## src/rtl/core/gtk_pkg.sv

```systemverilog
// Package for the top-K min pair selector: item types and constants.
// No dependencies.
`default_nettype none
package gtk_pkg;
    localparam int COL_W = 16;
    localparam int SCORE_W = 24;
    localparam int CAP_W = 7;
    localparam logic KIND_OFFER = 1'b0;
    localparam logic KIND_DRAIN = 1'b1;

    typedef struct packed {
        logic                      kind;
        logic [COL_W-1:0]          col_a;
        logic [COL_W-1:0]          col_b;
        logic signed [SCORE_W-1:0] score;
    } in_item_t;

    typedef struct packed {
        logic [COL_W-1:0]          out_col_a;
        logic [COL_W-1:0]          out_col_b;
        logic signed [SCORE_W-1:0] out_score;
        logic                      entry_valid;
        logic                      last;
    } out_item_t;
endpackage
`default_nettype wire

```

## src/rtl/core/global_top_k_min_pair_selector_top.sv

```systemverilog
// Top level of the top-K min pair selector: slot store, sequencer, one shared comparator.
// Uses gtk_pkg.
//
//  channel  | signals                     | handshake
//  input    | start, busy, in_item        | taken when start && !busy
//  result   | res_strobe, res_item        | one-cycle strobe per item, no stall
//  config   | cap_we, cap_wdata           | written when cap_we high
//
// Offer: the live slots are read one per cycle through a registered read port and
// compared in the following cycle, then a write state follows (cap 0: dropped).
// Drain: one full scan plus one emit state per emitted item; an empty drain still
// emits a single item, marked invalid and last.
// Reset clears used bits and sets capacity to 64; slot data is not reset.
// The result side cannot stall; busy stays high for the whole item.
`default_nettype none
module global_top_k_min_pair_selector_top #(
    parameter int MAX_KEPT = 64,
    parameter int COL_BITS = 16
) (
    input  wire logic                       clk,
    input  wire logic                       rst_n,
    input  wire logic                       start,
    output logic                            busy,
    input  wire gtk_pkg::in_item_t          in_item,
    output logic                            res_strobe,
    output gtk_pkg::out_item_t              res_item,
    input  wire logic                       cap_we,
    input  wire logic [gtk_pkg::CAP_W-1:0]  cap_wdata
);
    localparam int IW = (MAX_KEPT > 1) ? $clog2(MAX_KEPT) : 1;
    localparam int CW = $clog2(MAX_KEPT + 1);
    localparam int DW = (COL_BITS < gtk_pkg::COL_W) ? COL_BITS : gtk_pkg::COL_W;

    localparam logic [2:0] S_IDLE = 3'd0;
    localparam logic [2:0] S_SCAN = 3'd1;
    localparam logic [2:0] S_WRITE = 3'd2;
    localparam logic [2:0] S_DSCAN = 3'd3;
    localparam logic [2:0] S_EMIT = 3'd4;

    logic [2:0] state_reg, state_next;
    logic [gtk_pkg::CAP_W-1:0] cap_reg;
    logic [MAX_KEPT-1:0] used_reg, emitted_reg;
    logic [gtk_pkg::COL_W-1:0] mem_a [MAX_KEPT];
    logic [gtk_pkg::COL_W-1:0] mem_b [MAX_KEPT];
    logic signed [gtk_pkg::SCORE_W-1:0] mem_s [MAX_KEPT];

    gtk_pkg::in_item_t item_reg;
    logic [CW-1:0] idx_reg, effcap;
    logic [IW-1:0] best_reg;
    logic best_vld_reg;
    logic [gtk_pkg::COL_W-1:0] ba_reg, bb_reg;
    logic signed [gtk_pkg::SCORE_W-1:0] bs_reg;
    logic best_used_reg;
    logic [CW-1:0] cnt_reg;

    logic [IW-1:0] rd_idx_reg;
    logic rd_vld_reg;
    logic [gtk_pkg::COL_W-1:0] rd_a_reg, rd_b_reg;
    logic signed [gtk_pkg::SCORE_W-1:0] rd_s_reg;

    logic [IW-1:0] ridx;
    logic take;
    logic issue;
    logic cmp_en;
    logic scan_done;
    logic is_last;

    assign effcap = ({{(32-gtk_pkg::CAP_W){1'b0}}, cap_reg} > MAX_KEPT)
        ? CW'(MAX_KEPT) : CW'(cap_reg);
    assign ridx = idx_reg[IW-1:0];
    assign busy = (state_reg != S_IDLE);
    assign issue = (state_reg == S_SCAN || state_reg == S_DSCAN) && (idx_reg < effcap);
    assign cmp_en = (state_reg == S_SCAN || state_reg == S_DSCAN) && rd_vld_reg;
    // last compare of the pass is the one on slot effcap-1
    assign scan_done = (effcap == '0)
        || (rd_vld_reg && (CW'(rd_idx_reg) + CW'(1) == effcap));
    // cnt_reg holds the pairs still unemitted in this pass, best included
    assign is_last = !best_vld_reg || (cnt_reg == CW'(1));

    // shared comparator: registered read data vs current best
    always_comb
    begin
        take = 1'b0;
        if (state_reg == S_SCAN)
        begin
            // strictly greater score wins; unused counts as +inf
            if (!best_vld_reg)
                take = 1'b1;
            else if (best_used_reg)
                take = !used_reg[rd_idx_reg] || (rd_s_reg > bs_reg);
        end
        else
        begin
            if (used_reg[rd_idx_reg] && !emitted_reg[rd_idx_reg])
                take = !best_vld_reg || (rd_a_reg < ba_reg)
                    || (rd_a_reg == ba_reg && rd_b_reg < bb_reg);
        end
    end

    always_comb
    begin
        state_next = state_reg;
        unique case (state_reg)
            S_IDLE:
                if (start)
                begin
                    if (in_item.kind == gtk_pkg::KIND_DRAIN)
                        state_next = S_DSCAN;
                    else if (effcap != '0)
                        state_next = S_SCAN;
                end
            S_SCAN:
                if (scan_done)
                    state_next = S_WRITE;
            S_WRITE:
                state_next = S_IDLE;
            S_DSCAN:
                if (scan_done)
                    state_next = S_EMIT;
            S_EMIT:
                if (is_last)
                    state_next = S_IDLE;
                else
                    state_next = S_DSCAN;
            default:
                state_next = S_IDLE;
        endcase
    end

    always_ff @(posedge clk or negedge rst_n)
    begin
        if (!rst_n)
        begin
            state_reg <= S_IDLE;
            cap_reg <= gtk_pkg::CAP_W'(64);
            used_reg <= '0;
            emitted_reg <= '0;
            idx_reg <= '0;
            rd_vld_reg <= 1'b0;
            best_vld_reg <= 1'b0;
            cnt_reg <= '0;
            res_strobe <= 1'b0;
        end
        else
        begin
            state_reg <= state_next;
            res_strobe <= 1'b0;
            if (cap_we)
                cap_reg <= cap_wdata;
            unique case (state_reg)
                S_IDLE:
                begin
                    idx_reg <= '0;
                    rd_vld_reg <= 1'b0;
                    best_vld_reg <= 1'b0;
                    emitted_reg <= '0;
                    cnt_reg <= '0;
                end
                S_SCAN, S_DSCAN:
                begin
                    if (issue)
                        idx_reg <= idx_reg + CW'(1);
                    rd_vld_reg <= issue;
                    if (cmp_en && take)
                        best_vld_reg <= 1'b1;
                    if (cmp_en && state_reg == S_DSCAN && used_reg[rd_idx_reg]
                        && !emitted_reg[rd_idx_reg])
                        cnt_reg <= cnt_reg + CW'(1);
                end
                S_WRITE:
                begin
                    if (!best_used_reg || item_reg.score < bs_reg)
                        used_reg[best_reg] <= 1'b1;
                end
                S_EMIT:
                begin
                    res_strobe <= 1'b1;
                    if (best_vld_reg)
                        emitted_reg[best_reg] <= 1'b1;
                    if (is_last)
                        used_reg <= '0;
                    best_vld_reg <= 1'b0;
                    idx_reg <= '0;
                    rd_vld_reg <= 1'b0;
                    cnt_reg <= '0;
                end
                default:
                begin
                end
            endcase
        end
    end

    // payload and store
    always_ff @(posedge clk)
    begin
        if (state_reg == S_IDLE && start)
            item_reg <= in_item;
        if (issue)
        begin
            rd_a_reg <= mem_a[ridx];
            rd_b_reg <= mem_b[ridx];
            rd_s_reg <= mem_s[ridx];
            rd_idx_reg <= ridx;
        end
        if (cmp_en && take)
        begin
            best_reg <= rd_idx_reg;
            ba_reg <= rd_a_reg;
            bb_reg <= rd_b_reg;
            bs_reg <= rd_s_reg;
            best_used_reg <= used_reg[rd_idx_reg];
        end
        if (state_reg == S_WRITE && (!best_used_reg || item_reg.score < bs_reg))
        begin
            mem_a[best_reg] <= gtk_pkg::COL_W'(item_reg.col_a[DW-1:0]);
            mem_b[best_reg] <= gtk_pkg::COL_W'(item_reg.col_b[DW-1:0]);
            mem_s[best_reg] <= item_reg.score;
        end
        if (state_reg == S_EMIT)
        begin
            res_item.out_col_a <= best_vld_reg ? ba_reg : '0;
            res_item.out_col_b <= best_vld_reg ? bb_reg : '0;
            res_item.out_score <= best_vld_reg ? bs_reg : '0;
            res_item.entry_valid <= best_vld_reg;
            res_item.last <= is_last;
        end
    end

    // the drain ends exactly with its last item
    a_strobe_end: assert property (@(posedge clk) disable iff (!rst_n)
        res_strobe |-> (busy == !res_item.last));
    a_invalid_last: assert property (@(posedge clk) disable iff (!rst_n)
        (res_strobe && !res_item.entry_valid) |-> res_item.last);
    a_state_legal: assert property (@(posedge clk) disable iff (!rst_n)
        state_reg <= S_EMIT);
    a_drain_busy: assert property (@(posedge clk) disable iff (!rst_n)
        (start && !busy && in_item.kind == gtk_pkg::KIND_DRAIN) |=> busy);
endmodule
`default_nettype wire
```

## config.mk

```make
export PLATFORM = sky130hd
export DESIGN_NAME = global_top_k_min_pair_selector_top
export DESIGN_NICKNAME = d
export VERILOG_FILES = /design/src/rtl/core/gtk_pkg.sv /design/src/rtl/core/global_top_k_min_pair_selector_top.sv
export SDC_FILE = /design/constraint.sdc
export NUM_CORES = 2
export LEC_CHECK = 0
export ABC_AREA = 1
export BUFFER_PORTS_ARGS = -buffer_cell sky130_fd_sc_hd__buf_2
export CAP_MARGIN = 20
export CORE_UTILIZATION = 35
export CTS_CLUSTER_SIZE = 10
export DETAILED_ROUTE_END_ITERATION = 6
export SYNTH_ARGS = -nofsm -noshare
export SYNTH_HDL_FRONTEND = slang
export SYNTH_SLANG_ARGS = --single-unit
```

## constraint.sdc

```tcl
create_clock -name clk -period 6.57 [get_ports clk]
set_input_delay 1.314 -clock clk [delete_from_list [all_inputs] [get_ports clk]]
set_output_delay 1.314 -clock clk [all_outputs]
set_load 0.05 [all_outputs]
```

==> metrics.md <==
| Metric | Value |
|---|---|
| Leak | 57.2 nW |
| Hold WC Path Type | input port to asynchronous set/reset pin |
| CP Max Fanout | 46 |
| DR vias | 102368 |
| Antenna-violating nets left | 0 |
| Fin nets | roughly 12000 |
| Register bit total from synthesis | 3978 |
| CTS tree | built |
| Top reg by flops | mem_s |
| Total Power | 75.4 mW |
| Initial Utilization | 0.351 |
| Worst reg2reg path depth | 12 |
| Headroom to the max-slew limit | 0.199 |
| Total CTS buffers | 445 |
| Largest net degree at the start of global routing | 178 |
| Final WL | slightly above 500000 um |
| Post_cts resized | 0 |
| Max clock buf depth | 4 |
| Register Area | between 0.1 and 0.15 mm^2 |
| Die Wd | ~670 um |
| Port Buffer Count | 127 |
| Clock latency on the worst-skew pair | between 1 and 1.5 ns |
| Share of cells above drive strength 1 | 0.0842 |
| Arr. time, crit path | 3.65 ns |
| Post-synth top flop | edfxtp_1 |
| DIE AREA | 0.450 mm^2 |
| Worst R2R Start | item_reg[19] |
| Measured slew at the worst slew-check pin | 1.20 ns |
| Grt ovf | 0 |
| Crit. End Element | output port |
| Max Fclk | 0.201 GHz |
| CTS Hold Buffers Added | 0 |
| Worst VDD drop | 310 uV |
| Post-CTS setup buffer count | 0 |
| Synth area leaders | edfxtp_1, o21ai_0, nor2_1, dfrtp_1, o22ai_1 |
| Worst Skew | 0.0849 ns |
| Fillcell total | 41100 |
| Worst setup SP type | flip-flop |
| Outcome | complete, but fails checks |
| Clock Sinks | 3978 |
| Syn avg cell area | around 13 um^2 |
| DRT Pass-1 Iters | 7 |
| Worst path slowest cell | inv_1 |
| Max-cap viol count | 0 |
| RSZ-0062 raised after global routing | false |
| Setup tns final | 0 ns |
| Post-synth top area cell | edfxtp_1 |
| Layout Cells excl Fill | between 15000 and 20000 |
| Reg2reg end | mem_a[57][2] |
| Slew Limit Fails | 0 |
| Endpoints failing setup | 0 |
| Post-synth EDFFs | 3823 |
| Placed Cells | 17301 |
| Max incr delay on CP | between 0.5 and 0.6 ns |
| Number of library cell types mapped by synthesis | 45 |
| GRT Resource Usage Total | 0.220 |
| Clock root buffer | clkbuf_16 |
| CTS clock-pin slew for the worst setup and hold paths | approximately 0.060 ns |
| Seq/Total Area, Yosys | 0.758 |
| Std-Cell Rows | 245 |
| Post-Syn Instances | 11772 |
| DR iter-0 viols | 15188 |
| Failing checks | design-rule violations |
| H-tree depth | 5 |
| Largest regs | mem_s: 1536 flops, mem_a: 1024 flops, mem_b: 1024 flops |
| Mapped cell area | 0.157 mm^2 |
| Core area | 0.445 mm^2 |
| P&R area growth vs syn | 12.7% |
| Worst-path cell chain | nor2_1 > inv_2 > nor2_2 > buf_4 > inv_1 > buf_2 |
| Initial antenna violation count | 39 |
| Io pins | between 100 and 150 |
| Fin util | 0.396 |
| Max reg flops | 1536 |
| Final critical-path required period | between 4 and 5 ns |
| Vias per inst | 5.72 |
| Pwr dens | 427 mW/mm^2 |
| Critical path class | flip-flop to output port |
| Wire length of the first global-routing pass | 721000 um |
| Syn_nets | about 12000 |
| DRC viols | 1 |
| Register-to-register setup slack | 1.77 ns |
| Share of the synthesized area in the top cell type | 0.733 |
| CP Data Required Time | approximately 5.3 ns |
| Vias in the first global route | 94988 |
| Post-DP HPWL | 293000 um |
| Period utilization | 0.756 |
| Hold Vio Cnt, Final | 0 |
| Routability congestion estimate | 0.879 |
| DR WL/cell | 28.6 um |
| Multi-input gate area | 0.0330 mm^2 |
| Yosys warns | 0 |
| Async S/R FF share, synth | 0.0390 |
| DIE HEIGHT | 671 um |
where the power goes:
part / internal (mW) / leakage, nW / switching (mW)
sequential: 29.9 / 36.6 / 0.804
combinational: 5.30 / 14.8 / 17.3
clock: 12.4 / 5.90 / 9.67
total: 47.6 / 57.2 / 27.8
cell usage after synthesis (all sizes together), types with 5 or more instances:
| cell | instances |
|---|---|
| o221ai | 334 |
| inv | 333 |
| nand2 | 763 |
| o22ai | 546 |
| clkbuf | 501 |
| dfrtp | 154 |
| ha | 88 |
| buf | 313 |
| a31oi | 17 |
| a21oi | 267 |
| a32o | 5 |
| nor3 | 44 |
| o211ai | 105 |
| nor2 | 1967 |
| xnor2 | 6 |
| nand3 | 522 |
| o21ai | 1864 |
| clkinv | 15 |
| o311ai | 6 |
| edfxtp | 3823 |
| xor2 | 12 |
| nand4 | 66 |
placed cells by master (no fill, tap or decap), drive strengths merged, types with 3 or more instances in the layout:
cell and n:
edfxtp 3823, nor2 1967, o21ai 1864, nand2 763
o22ai 546, nand3 522, clkbuf 511, buf 417
inv 348, o221ai 334, a21oi 267, dfrtp 154
o211ai 105, ha 88, nand4 66, nor3 44
clkinv 36, diode 27, a31oi 17, xor2 12
o311ai 6, xnor2 6, a32o 5, bufinv 5
a221oi 3, o21a 3, a21o 3, mux2 3
cell families after synthesis:
| kind of cell | after synthesis | synth area share |
|---|---|---|
| XOR/XNOR | 18 | 0.00101 |
| AND/OR/NAND/NOR | 3367 | 0.0867 |
| multiplexers | 3 | 0.000216 |
| adder cells (fa/ha/maj) | 88 | 0.00703 |
| flip-flops | 3978 | 0.758 |
| AO/OA/AOI/OAI | 3156 | 0.116 |
| buffers and inverters | 1162 | 0.0313 |
worst max path at each step:
stage,from,to,depth (start not counted)
CTS,state_reg[1],busy,6
finish,state_reg[1],busy,6
global placement,item_reg[19],mem_a[63][6],12
detailed placement,item_reg[19],mem_s[6][14],12
floorplan,state_reg[1],item_reg[0],6
global route,state_reg[1],busy,6
routing by layer:
metal | track usage | routed length [um] | up-vias | part of all wire
li1 | - | - | 43804 | -
met1 | 0.311 | 208000 | 51561 | 0.41
met2 | 0.328 | 224000 | 6112 | 0.44
met3 | 0.0539 | 59500 | 879 | 0.12
met4 | 0.0819 | 20500 | 12 | 0.040
met5 | 0.00340 | 275 | - | 0.00054
critical path, delay by kind of cell (launching register included):
kind	cells	cell delay, ns
buf+inv	4	1.67
simple gates	2	0.51
flops	1	0.41
metrics by stage:
stage | setup slack [ns] | hold slack [ns] | area, um^2
floorplan | 1.99 | 0.421 | 157000
global route | 1.40 | 0.224 | 176000
finish | 1.60 | 0.223 | 176000
detailed placement | 1.93 | 0.448 | 164000
CTS | 1.53 | 0.170 | 176000
global placement | 1.87 | 0.438 | 164000
final cells by class:
cell class | count | area share
antenna | 27 | 0.000383
clock buffer | 511 | 0.0654
clock inverter | 41 | 0.00309
inverter | 348 | 0.00862
multi-input combinational | 6632 | 0.187
sequential | 3978 | 0.673
tap | 5928 | 0.0420
timing repair buffer | 417 | 0.0206
Note: power is estimated with default switching activity, not from simulation.
